[src/rtl/core/palu_pkg.sv]
// Shared types and constants for the positional array list unit.
// No dependencies.
package palu_pkg;

   localparam int DEPTH      = 16;
   localparam int DATA_WIDTH = 32;
   localparam int CNT_W      = $clog2(DEPTH + 1);
   localparam int IDX_W      = $clog2(DEPTH);
   localparam int POS_W      = 5;
   localparam int CMD_W      = 2;
   localparam int STAT_W     = 2;
   localparam int VALUE_W    = 32;
   localparam int COUNT_W    = 5;
   localparam int CAP_W      = 5;
   localparam int CMP_W      = ((CNT_W > POS_W) ? CNT_W : POS_W) + 1;
   localparam int WIDE_W     = 64;

   localparam logic [CAP_W-1:0] CAP_RESET = CAP_W'(16);

   typedef enum logic [CMD_W-1:0] {
      CMD_INSERT = 2'd0,
      CMD_DELETE = 2'd1,
      CMD_UPDATE = 2'd2
   } cmd_type;

   typedef enum logic [STAT_W-1:0] {
      STATUS_OK      = 2'd0,
      STATUS_BAD_POS = 2'd1,
      STATUS_FULL    = 2'd2
   } status_type;

   typedef struct packed {
      logic capture;
      logic execute;
   } ctrl_type;

endpackage

[src/rtl/core/palu_ctrl.sv]
// Controller for the positional array list unit: item handshakes and sequencing.
// Depends on palu_pkg.
module palu_ctrl (
   input  logic               clock,
   input  logic               reset,
   input  logic               req_tvalid,
   output logic               req_tready,
   output logic               rsp_tvalid,
   input  logic               rsp_tready,
   output palu_pkg::ctrl_type ctrl
);

   typedef enum logic [1:0] {
      ST_IDLE = 2'b01,
      ST_EXEC = 2'b10
   } state_type;

   state_type state_ff, state_in;
   logic      rsp_valid_ff, rsp_valid_in;
   logic      slot_free;

   assign slot_free  = !rsp_valid_ff || rsp_tready;
   assign req_tready = (state_ff == ST_IDLE);
   assign rsp_tvalid = rsp_valid_ff;

   always_comb begin
      state_in     = state_ff;
      rsp_valid_in = rsp_valid_ff && !rsp_tready;
      ctrl.capture = 1'b0;
      ctrl.execute = 1'b0;
      unique case (state_ff)
         ST_IDLE: begin
            if (req_tvalid) begin
               ctrl.capture = 1'b1;
               state_in     = ST_EXEC;
            end
         end
         ST_EXEC: begin
            if (slot_free) begin
               ctrl.execute = 1'b1;
               rsp_valid_in = 1'b1;
               state_in     = ST_IDLE;
            end
         end
         default: begin
            state_in = ST_IDLE;
         end
      endcase
   end

   always_ff @(posedge clock) begin
      if (reset) begin
         state_ff     <= ST_IDLE;
         rsp_valid_ff <= 1'b0;
      end else begin
         state_ff     <= state_in;
         rsp_valid_ff <= rsp_valid_in;
      end
   end

endmodule

[src/rtl/core/palu_datapath.sv]
// Datapath for the positional array list unit: entry row, count, capacity, result register.
// Depends on palu_pkg.
module palu_datapath (
   input  logic                           clock,
   input  logic                           reset,
   input  palu_pkg::ctrl_type             ctrl,
   input  logic [palu_pkg::CMD_W-1:0]     req_cmd,
   input  logic [palu_pkg::POS_W-1:0]     req_position,
   input  logic [palu_pkg::VALUE_W-1:0]   req_value,
   input  logic                           csr_write,
   input  logic [palu_pkg::CAP_W-1:0]     csr_value,
   output logic [palu_pkg::STAT_W-1:0]    rsp_status,
   output logic [palu_pkg::VALUE_W-1:0]   rsp_removed_value,
   output logic [palu_pkg::COUNT_W-1:0]   rsp_count
);

   localparam int DW  = palu_pkg::DATA_WIDTH;
   localparam int CW  = palu_pkg::CMP_W;
   localparam logic [CW-1:0] DEPTH_X = CW'(palu_pkg::DEPTH);

   logic [palu_pkg::CMD_W-1:0]   cmd_ff;
   logic [palu_pkg::POS_W-1:0]   pos_ff;
   logic [palu_pkg::VALUE_W-1:0] val_ff;
   logic [DW-1:0]                entries_ff [palu_pkg::DEPTH];
   logic [DW-1:0]                entries_in [palu_pkg::DEPTH];
   logic [palu_pkg::CNT_W-1:0]   count_ff, count_in;
   logic [palu_pkg::CAP_W-1:0]   cap_ff;
   logic [palu_pkg::STAT_W-1:0]  status_ff, status_in;
   logic [palu_pkg::VALUE_W-1:0] removed_ff, removed_in;
   logic [palu_pkg::COUNT_W-1:0] rsp_count_ff, rsp_count_in;

   logic [CW-1:0]               pos_x, cnt_x, pm1_x, cap_x, eff_x, cnt_new_x;
   logic                        pos_zero, ins_ok, del_ok, upd_ok;
   logic [palu_pkg::WIDE_W-1:0] val_wide, sel_wide;
   logic [DW-1:0]               word;

   assign pos_x     = CW'(pos_ff);
   assign cnt_x     = CW'(count_ff);
   assign pm1_x     = pos_x - CW'(1);
   assign cap_x     = CW'(cap_ff);
   assign eff_x     = (cap_x < DEPTH_X) ? cap_x : DEPTH_X;
   assign pos_zero  = (pos_ff == '0);
   assign val_wide  = palu_pkg::WIDE_W'(val_ff);
   assign word      = val_wide[DW-1:0];
   assign sel_wide  = palu_pkg::WIDE_W'(entries_ff[pm1_x[palu_pkg::IDX_W-1:0]]);

   always_comb begin
      ins_ok    = 1'b0;
      del_ok    = 1'b0;
      upd_ok    = 1'b0;
      status_in = palu_pkg::STATUS_OK;
      unique case (palu_pkg::cmd_type'(cmd_ff))
         palu_pkg::CMD_INSERT: begin
            priority if (pos_zero || pos_x > cnt_x + CW'(1)) begin
               status_in = palu_pkg::STATUS_BAD_POS;
            end else if (cnt_x >= eff_x) begin
               status_in = palu_pkg::STATUS_FULL;
            end else begin
               ins_ok = 1'b1;
            end
         end
         palu_pkg::CMD_DELETE: begin
            if (pos_zero || pos_x > cnt_x) begin
               status_in = palu_pkg::STATUS_BAD_POS;
            end else begin
               del_ok = 1'b1;
            end
         end
         palu_pkg::CMD_UPDATE: begin
            if (pos_zero || pos_x > cnt_x) begin
               status_in = palu_pkg::STATUS_BAD_POS;
            end else begin
               upd_ok = 1'b1;
            end
         end
         default: begin
            status_in = palu_pkg::STATUS_OK;
         end
      endcase
   end

   always_comb begin
      count_in = count_ff;
      if (ins_ok) begin
         count_in = count_ff + palu_pkg::CNT_W'(1);
      end else if (del_ok) begin
         count_in = count_ff - palu_pkg::CNT_W'(1);
      end
   end

   assign cnt_new_x    = CW'(count_in);
   assign rsp_count_in = cnt_new_x[palu_pkg::COUNT_W-1:0];
   assign removed_in   = del_ok ? sel_wide[palu_pkg::VALUE_W-1:0] : '0;

   // one cell per entry; neighbours feed the shift
   for (genvar i = 0; i < palu_pkg::DEPTH; i++) begin : g_cell
      localparam logic [CW-1:0] IX  = CW'(i);
      localparam logic [CW-1:0] IX1 = CW'(i + 1);
      logic [DW-1:0] below, above;

      if (i > 0) begin : g_below
         assign below = entries_ff[i-1];
      end else begin : g_below_edge
         assign below = entries_ff[i];
      end

      if (i < palu_pkg::DEPTH - 1) begin : g_above
         assign above = entries_ff[i+1];
      end else begin : g_above_edge
         assign above = entries_ff[i];
      end

      always_comb begin
         entries_in[i] = entries_ff[i];
         if (ins_ok) begin
            if (IX == pm1_x) begin
               entries_in[i] = word;
            end else if (IX > pm1_x && IX <= cnt_x) begin
               entries_in[i] = below;
            end
         end else if (upd_ok) begin
            if (IX == pm1_x) begin
               entries_in[i] = word;
            end
         end else if (del_ok) begin
            if (IX >= pm1_x && IX1 < cnt_x) begin
               entries_in[i] = above;
            end
         end
      end
   end

   always_ff @(posedge clock) begin
      if (reset) begin
         count_ff <= '0;
         cap_ff   <= palu_pkg::CAP_RESET;
      end else begin
         if (ctrl.execute) begin
            count_ff <= count_in;
         end
         if (csr_write) begin
            cap_ff <= csr_value;
         end
      end
   end

   always_ff @(posedge clock) begin
      if (ctrl.capture) begin
         cmd_ff <= req_cmd;
         pos_ff <= req_position;
         val_ff <= req_value;
      end
      if (ctrl.execute) begin
         entries_ff   <= entries_in;
         status_ff    <= status_in;
         removed_ff   <= removed_in;
         rsp_count_ff <= rsp_count_in;
      end
   end

   assign rsp_status        = status_ff;
   assign rsp_removed_value = removed_ff;
   assign rsp_count         = rsp_count_ff;

endmodule

[src/rtl/core/positional_array_list_unit.sv]
// Top level of the positional array list unit: packs stream fields, joins controller and datapath.
// Depends on palu_pkg, palu_ctrl and palu_datapath.
//
//   channel | dir | fields
//   req_    | in  | tuser: cmd; tdata: position, value
//   rsp_    | out | tuser: status; tdata: removed_value, count
//   csr_    | in  | data: capacity_limit (always ready)
//
// Each item goes through capture, then execute: shift the entry row and load the result register.
// The execute step waits while an earlier result is still held on rsp_; the next item
// is taken as soon as execution is done, with the result still waiting.
// Reset empties the list and sets the capacity to 16; stored words are not cleared.
module positional_array_list_unit (
   input  logic        clock,
   input  logic        reset,
   input  logic        req_tvalid,
   output logic        req_tready,
   input  logic [39:0] req_tdata,   // position[4:0], value[36:5], zero pad
   input  logic [1:0]  req_tuser,   // cmd[1:0]
   output logic        rsp_tvalid,
   input  logic        rsp_tready,
   output logic [39:0] rsp_tdata,   // removed_value[31:0], count[36:32], zero pad
   output logic [1:0]  rsp_tuser,   // status[1:0]
   input  logic        csr_valid,
   output logic        csr_ready,
   input  logic [4:0]  csr_data
);

   palu_pkg::ctrl_type             ctrl;
   logic [palu_pkg::STAT_W-1:0]    status;
   logic [palu_pkg::VALUE_W-1:0]   removed_value;
   logic [palu_pkg::COUNT_W-1:0]   count;

   assign csr_ready = 1'b1;

   palu_ctrl u_ctrl (
      .clock      (clock),
      .reset      (reset),
      .req_tvalid (req_tvalid),
      .req_tready (req_tready),
      .rsp_tvalid (rsp_tvalid),
      .rsp_tready (rsp_tready),
      .ctrl       (ctrl)
   );

   palu_datapath u_datapath (
      .clock             (clock),
      .reset             (reset),
      .ctrl              (ctrl),
      .req_cmd           (req_tuser),
      .req_position      (req_tdata[4:0]),
      .req_value         (req_tdata[36:5]),
      .csr_write         (csr_valid && csr_ready),
      .csr_value         (csr_data),
      .rsp_status        (status),
      .rsp_removed_value (removed_value),
      .rsp_count         (count)
   );

   assign rsp_tdata = {3'b000, count, removed_value};
   assign rsp_tuser = status;

endmodule

[config.mk]
export PLATFORM = sky130hd
export DESIGN_NAME = positional_array_list_unit
export DESIGN_NICKNAME = d
export VERILOG_FILES = /design/src/rtl/core/palu_pkg.sv /design/src/rtl/core/palu_ctrl.sv /design/src/rtl/core/palu_datapath.sv /design/src/rtl/core/positional_array_list_unit.sv
export SDC_FILE = /design/constraint.sdc
export NUM_CORES = 2
export LEC_CHECK = 0
export ABC_CLOCK_PERIOD_IN_PS = 11210
export BUFFER_PORTS_ARGS = -buffer_cell sky130_fd_sc_hd__buf_2
export CAP_MARGIN = 20
export CELL_PAD_IN_SITES_DETAIL_PLACEMENT = 0
export CELL_PAD_IN_SITES_GLOBAL_PLACEMENT = 1
export CORE_MARGIN = 2
export CORE_UTILIZATION = 30
export DETAILED_ROUTE_END_ITERATION = 12
export GPL_TIMING_DRIVEN = 0
export PLACE_DENSITY = 0.53
export SYNTH_ARGS = -nofsm -noshare
export SYNTH_HDL_FRONTEND = slang
export SYNTH_SLANG_ARGS = --single-unit
[constraint.sdc]
create_clock -name clock -period 11.21 [get_ports clock]
set_input_delay 1.121 -clock clock [delete_from_list [all_inputs] [get_ports clock]]
set_output_delay 1.121 -clock clock [all_outputs]
set_load 0.03 [all_outputs]
======== Yosys cells after proc, flatten, opt, wreduce, memory -nomap -nowiden ========
Index checks and enable logic that the tools add are counted.
word-level totals
  bits of input ports ..................... 52
  register bits after elaboration ......... 603
  logic and storage cells ................. 354
  output and inout bits ................... 45
operators by class
  add/sub/neg operators ................... 4
  bitwise logic cells ..................... 1
  order comparisons ....................... 65
  eq/ne operators ......................... 49
  multiplexer cells ....................... 133
  reductions and logical operators ........ 76
operators by type and width
  operator                                                       count
  two-way mux 32 bit                                             110
  binary-select mux 32 bit (select 4 bit)                        1
  AND reduction 5 bit                                            14
  equality test 4 x 6 -> 1 bit, first input constant             8
  > comparator 4 x 6 -> 1 bit, first input constant              8
  nonzero test 3 bit                                             16
  >= comparator 4 x 6 -> 1 bit, first input constant             7
  != test 3 x 2 -> 1 bit, second input constant                  14
  != test 3 bit, second input constant                           14
  less-or-equal comparator 4 x 5 -> 1 bit, first input constant  8
  less-than comparator 4 x 5 -> 1 bit, first input constant      8
  logical AND 1 bit                                              31
  equality test 3 x 6 -> 1 bit, first input constant             4
  >= comparator 3 x 6 -> 1 bit, first input constant             4
  > comparator 3 x 6 -> 1 bit, first input constant              4
  less-or-equal comparator 3 x 5 -> 1 bit, first input constant  4
  less-than comparator 3 x 5 -> 1 bit, first input constant      4
  two-way mux 5 bit                                              3
  two-way mux 1 bit                                              13
  equality test 2 x 6 -> 1 bit, first input constant             2
  >= comparator 1 x 6 -> 1 bit, first input constant             2
  >= comparator 2 x 6 -> 1 bit, first input constant             2
  > comparator 2 x 6 -> 1 bit, first input constant              2
  less-or-equal comparator 2 x 5 -> 1 bit, first input constant  2
  31 further kinds                                               43

======== Depth between registers and ports, before layout ========
  depth in word-level cells ............... 8
  depth in mapped cells ................... 18
  depth with buffers taken out ............ 12

======== Hierarchy ========
From an unflattened synthesis, not the netlist that was laid out.
unflattened totals
  cell total of the unflattened synthesis .. 2,824
  area, all modules ....................... 32,453.6 sq um
modules (own cells, without submodules)
  module                      area each (sq um)  sequential area each (sq um)  instances  cells an instance
  palu_datapath               32,287.2           17,917.2                      1          2,806
  palu_ctrl                   128.9              60.1                          1          12
  positional_array_list_unit  37.5               0.0                           1          6

======== Worst setup path before layout ========
Ideal clock, no wire load.
  kind .................................... reg2reg
  start point ............................. register u_datapath.pos_ff[0] (netlist bit)
  end point ............................... register u_datapath.entries_ff (netlist bit u_datapath.g_cell[10].below[0]) (enable)
  stages on the path, launching flop included .. 17
  required time ........................... 10,709 ps
  slack ................................... 4,615 ps
  arrival time ............................ 6,094 ps
  library setup time ...................... 501 ps
  cell sequence ........................... edfxtp_1 -> buf_2 -> buf_2 -> buf_2 -> buf_1 -> inv_1 -> ha_1 -> and3_1 -> a221oi_2 -> and4b_1 -> buf_6 -> buf_6 -> buf_6 -> buf_6 -> nand2_1 -> a21oi_1 -> nor4_1
on the way
  longest elaborated chain between the ends .. 6
  elaborated cells between the ends (all ways) .. 21
ends and longest elaborated chain
  what                                                               line                  source
  start: declaration                                                 palu_datapath.sv:22   logic [palu_pkg::POS_W-1:0] pos_ff;
  start signal: assignment                                           palu_datapath.sv:150  pos_ff <= req_position;
  branches (longest 5 deep; another with subtractor 5 x 1 -> 6 bit)  --
  AND reduction 5 bit (no source line) (*)                           --
  end signal: assignment                                             palu_datapath.sv:154  entries_ff <= entries_in;
  end: declaration                                                   palu_datapath.sv:24   logic [DW-1:0] entries_ff [palu_pkg::DEPTH];
Mark *: on every way between the ends.
A chain may end at the register's enable or synchronous reset.

======== Worst setup path in the final report ========
  start point ............................. register u_datapath.pos_ff[0] (netlist bit)
  end point ............................... register u_datapath.entries_ff (netlist bit u_datapath.g_cell[10].below[15]) (enable)
The elaborated chain is that of the path after synthesis.

==> summary.txt <==
Clocking
  – CTS Buffer Depth: 3
  – Post-CTS resize count: 0
  – Clock sink total: 603
  – Worst skew pair latency: 660 ps
  – CTS tree: yes
  – H-tree levels: 3
  – Root Buffer: clkbuf_16
  – Cts bufs inserted: between 70 and 80
  – Hold-fix buffers, CTS: 0
  – Clock transition at path regs: 60 ps
  – Post-CTS setup buffers: 0

Timing
  – Hold slack: around 490 ps
  – Final Max Tran Viols: 0
  – FMAX: 0.129 GHz
  – Min cycle time layout: about 8000 ps
  – RSZ-0062 raised after global routing: false
  – Relative max-transition margin: 0.191
  – Final period utilization: 0.693
  – Setup TNS: 0 ps
  – Final setup violation count: 0
  – Fin. Hold Viols: 0
  – Final Skew: 21.0 ps
  – Slew @ Worst Pin: between 1000 and 1500 ps

Synthesis
  – Number of synthesized flops with an enable pin: 590
  – Sequential share of the synthesized area: 0.565
  – Post-synth ARST share: 0
  – Mapped Cells: about 2600
  – Synthesis-stage register bit count: roughly 600
  – Post-synth top area cell: edfxtp_1
  – Post-Synthesis Cell Area: 31800 um^2
  – Area contributors post-synth: edfxtp_1, mux4_2, o22ai_1
  – Mean Syn Cell Area: 12.3 um^2
  – Predominant post-synthesis flop cell: edfxtp_1
  – Top-area cell type share of the netlist area: 0.557
  – Yosys cell types: 70
  – YS warnings: 0

Pwr
  – PwrDens: 152 nW/um^2
  – Peak supply drop: 0.0970 mV
  – Total Power: roughly 5.6 mW
  – Leakage: 12.2 nW

Setup path
  – Worst path most repeated cell: buf_2
  – Cells on worst reg2reg path: 19
  – Worst setup endpoint: u_datapath.g_cell[10].below[15]
  – Crit. Startpoint: u_datapath.pos_ff[0]
  – Kind of critical path: flip-flop to flip-flop
  – Slowest CP cell: buf_1
  – RR Startpoint: u_datapath.pos_ff[0]
  – FF-to-FF End: u_datapath.g_cell[10].below[15]
  – Cells along the critical path: buf_2 > buf_2 > buf_2 > buf_1 > inv_1 > ha_1 > inv_1 > a32o_1 > clkbuf_1 > nand3_1 > nand2b_1 > buf_2 > buf_2 > nor2_1 > nor4_2 > buf_6 > buf_4 > buf_4 > buf_4
  – Worst endpoint required time: 11560 ps
  – Startpoint type of the worst setup path: flip-flop
  – Setup slack, reg-to-reg: around 3400 ps
  – Delay of the slowest critical-path stage: 910 ps
  – Max FO, Critical Path: 10
  – Worst EP arrival: 8120 ps
  – Worst Setup End Kind: flip-flop

Run status
  – Status: finished clean

Hold path
  – HP Class: flip-flop to flip-flop

Final layout
  – Final net count: 2871
  – Area grow syn2layout: 16.5%
  – Layout cells sized above 1: 0.225
  – Most frequent cells in the layout: edfxtp_1, o22ai_1, nor2_1
  – Reg area: 18000 um^2
  – Fill cell count: 10279
  – Final core utilization: 0.352
  – Area taken by multi-input logic gates: between 10000 and 15000 um^2
  – Commonest non-fill, non-tap cell in the layout: edfxtp_1

GRT
  – Total global routing overflow: 0
  – Vias in the first global route: 25196
  – GRT Overall Usage: 0.236
  – Global-route wire length before repair: around 180000 um
  – Initial antenna violation count: 3
  – Largest net degree at the start of global routing: 41

Routing
  – DR vias: 25028
  – Wirelength per Cell: 30.7 um
  – Detailed Route Iter0 Violations: 3230
  – DRT Wirelength: between 100000 and 150000 um
  – First-pass iteration count of the detailed router: 5
  – DRC Markers: 0
  – Post-detailed-route count of antenna-violating nets: 0
  – Drt via density: 5.90

Placed design
  – Post-DP HPWL: 92200 um
  – Port-buffer cells: 88
  – Placer Congestion: 0.898

Floorplan
  – DIE AREA: 109000 um^2
  – Initial Util: 0.302
  – Die Wd: around 330 um
  – Rows: 119
  – Ports: 97
  – Die span in y: 330 um
  – Core ar.: 105000 um^2

Job
  – Max Cap Violations: 0
through the flow:
| stage | worst slack, ps | cell area (um^2) | instances |
|---|---|---|---|
| after global placement | -2930 | 34000 | 4063 |
| after detailed placement | 3590 | 34800 | 4103 |
| after global routing | 3230 | 37100 | 4243 |
| after CTS | 3580 | 37000 | 4242 |
| final | 3440 | 37100 | 4244 |
| after floorplan | 4610 | 31800 | 2584 |
cell type report:
cell class | count | share of cell area
multi-input cells | 1680 | 0.340
inverters | 48 | 0.00486
flip-flops and latches | 603 | 0.485
diodes | 1 | 0.0000675
repair buffers | 129 | 0.0286
well taps | 1391 | 0.0470
clock inverters | 32 | 0.00544
clock buffers | 107 | 0.0550
plain buffers | 253 | 0.0336
report_power, final:
part / leakage (nW) / total, mW / switching, mW / internal (mW)
clock network: 1.10 / 2.32 / 1.02 / 1.29
registers: 5.40 / 2.52 / 0.00858 / 2.51
logic: 5.69 / 0.796 / 0.529 / 0.268
worst min path at each step:
stage                               from              endpoint  slack, ps  cells past startpoint
floorplan           u_datapath.cap_ff[0]  u_datapath.cap_ff[0]        450                      2
global placement    u_datapath.cap_ff[0]  u_datapath.cap_ff[0]        470                      2
detailed placement  u_datapath.cap_ff[0]  u_datapath.cap_ff[0]        490                      2
CTS                 u_datapath.cap_ff[0]  u_datapath.cap_ff[0]        500                      2
global route        u_datapath.cap_ff[3]  u_datapath.cap_ff[3]        540                      2
finish              u_datapath.cap_ff[0]  u_datapath.cap_ff[0]        490                      2
cell usage after synthesis, types with 2 or more instances:
master,count
a22o_1,2
a21o_1,4
o21ai_1,11
nor3b_1,3
o221a_2,32
and3_1,38
a31oi_1,2
o211ai_1,6
o21ai_0,56
mux2_2,35
inv_1,46
nor2b_1,8
a211oi_1,2
ha_1,29
clkbuf_1,81
xnor2_1,9
mux4_2,160
o2111ai_1,2
buf_2,123
o21a_1,2
mux2i_1,38
nand2_2,2
buf_1,17
dfxtp_1,13
conb_1,2
o22ai_1,417
nor2_2,2
o31ai_1,3
clkinv_1,2
or3_1,4
nor3_1,7
a21boi_0,2
edfxtp_1,590
a21oi_1,280
and2_1,7
a221oi_1,4
nand3_1,12
nor2_1,352
nand4_1,3
buf_4,27
nand2_1,73
mux2i_2,2
nand2b_1,41
buf_6,5
logic make-up (layout without fill, tap and decap cells):
logic type,count (synthesis),in the layout,share of synthesized area
flip-flops,603,603,0.565
AND/OR/NAND/NOR,560,560,0.0768
adder cells (fa/ha/maj),29,29,0.0114
AO/OA/AOI/OAI,842,842,0.160
other,2,5,0.000236
XOR/XNOR,9,9,0.00248
multiplexers,236,236,0.139
buffers and inverters,301,569,0.0447
critical path: cells and delay by family, from the launching register on:
family                   cells  cell delay (ps)
buffers and inverters       13             4930
AND/OR/NAND/NOR              4             1450
flip-flops                   1              490
adder cells (fa/ha/maj)      1              390
AO/OA/AOI/OAI                1              160
registers in the layout, indices dropped and copies added (netlist names):
signal,count
u_ctrl.rsp_tvalid,1
u_ctrl.state_ff,2
u_datapath.cap_ff,5
u_datapath.cmd_ff,2
u_datapath.count_ff,5
u_datapath.g_cell.above,416
u_datapath.g_cell.below,96
u_datapath.pos_ff,5
u_datapath.rsp_count,5
u_datapath.rsp_removed_value,32
u_datapath.rsp_status,2
u_datapath.val_ff,32
per-layer routing:
layer,vias up,wire length (um),GRT usage
li1,10606,-,-
met3,299,12200,0.0604
met1,12654,51100,0.298
met5,-,0,0
met4,0,5150,0.0984
met2,1469,61800,0.386
No activity file was read; power rests on OpenSTA's default activity.
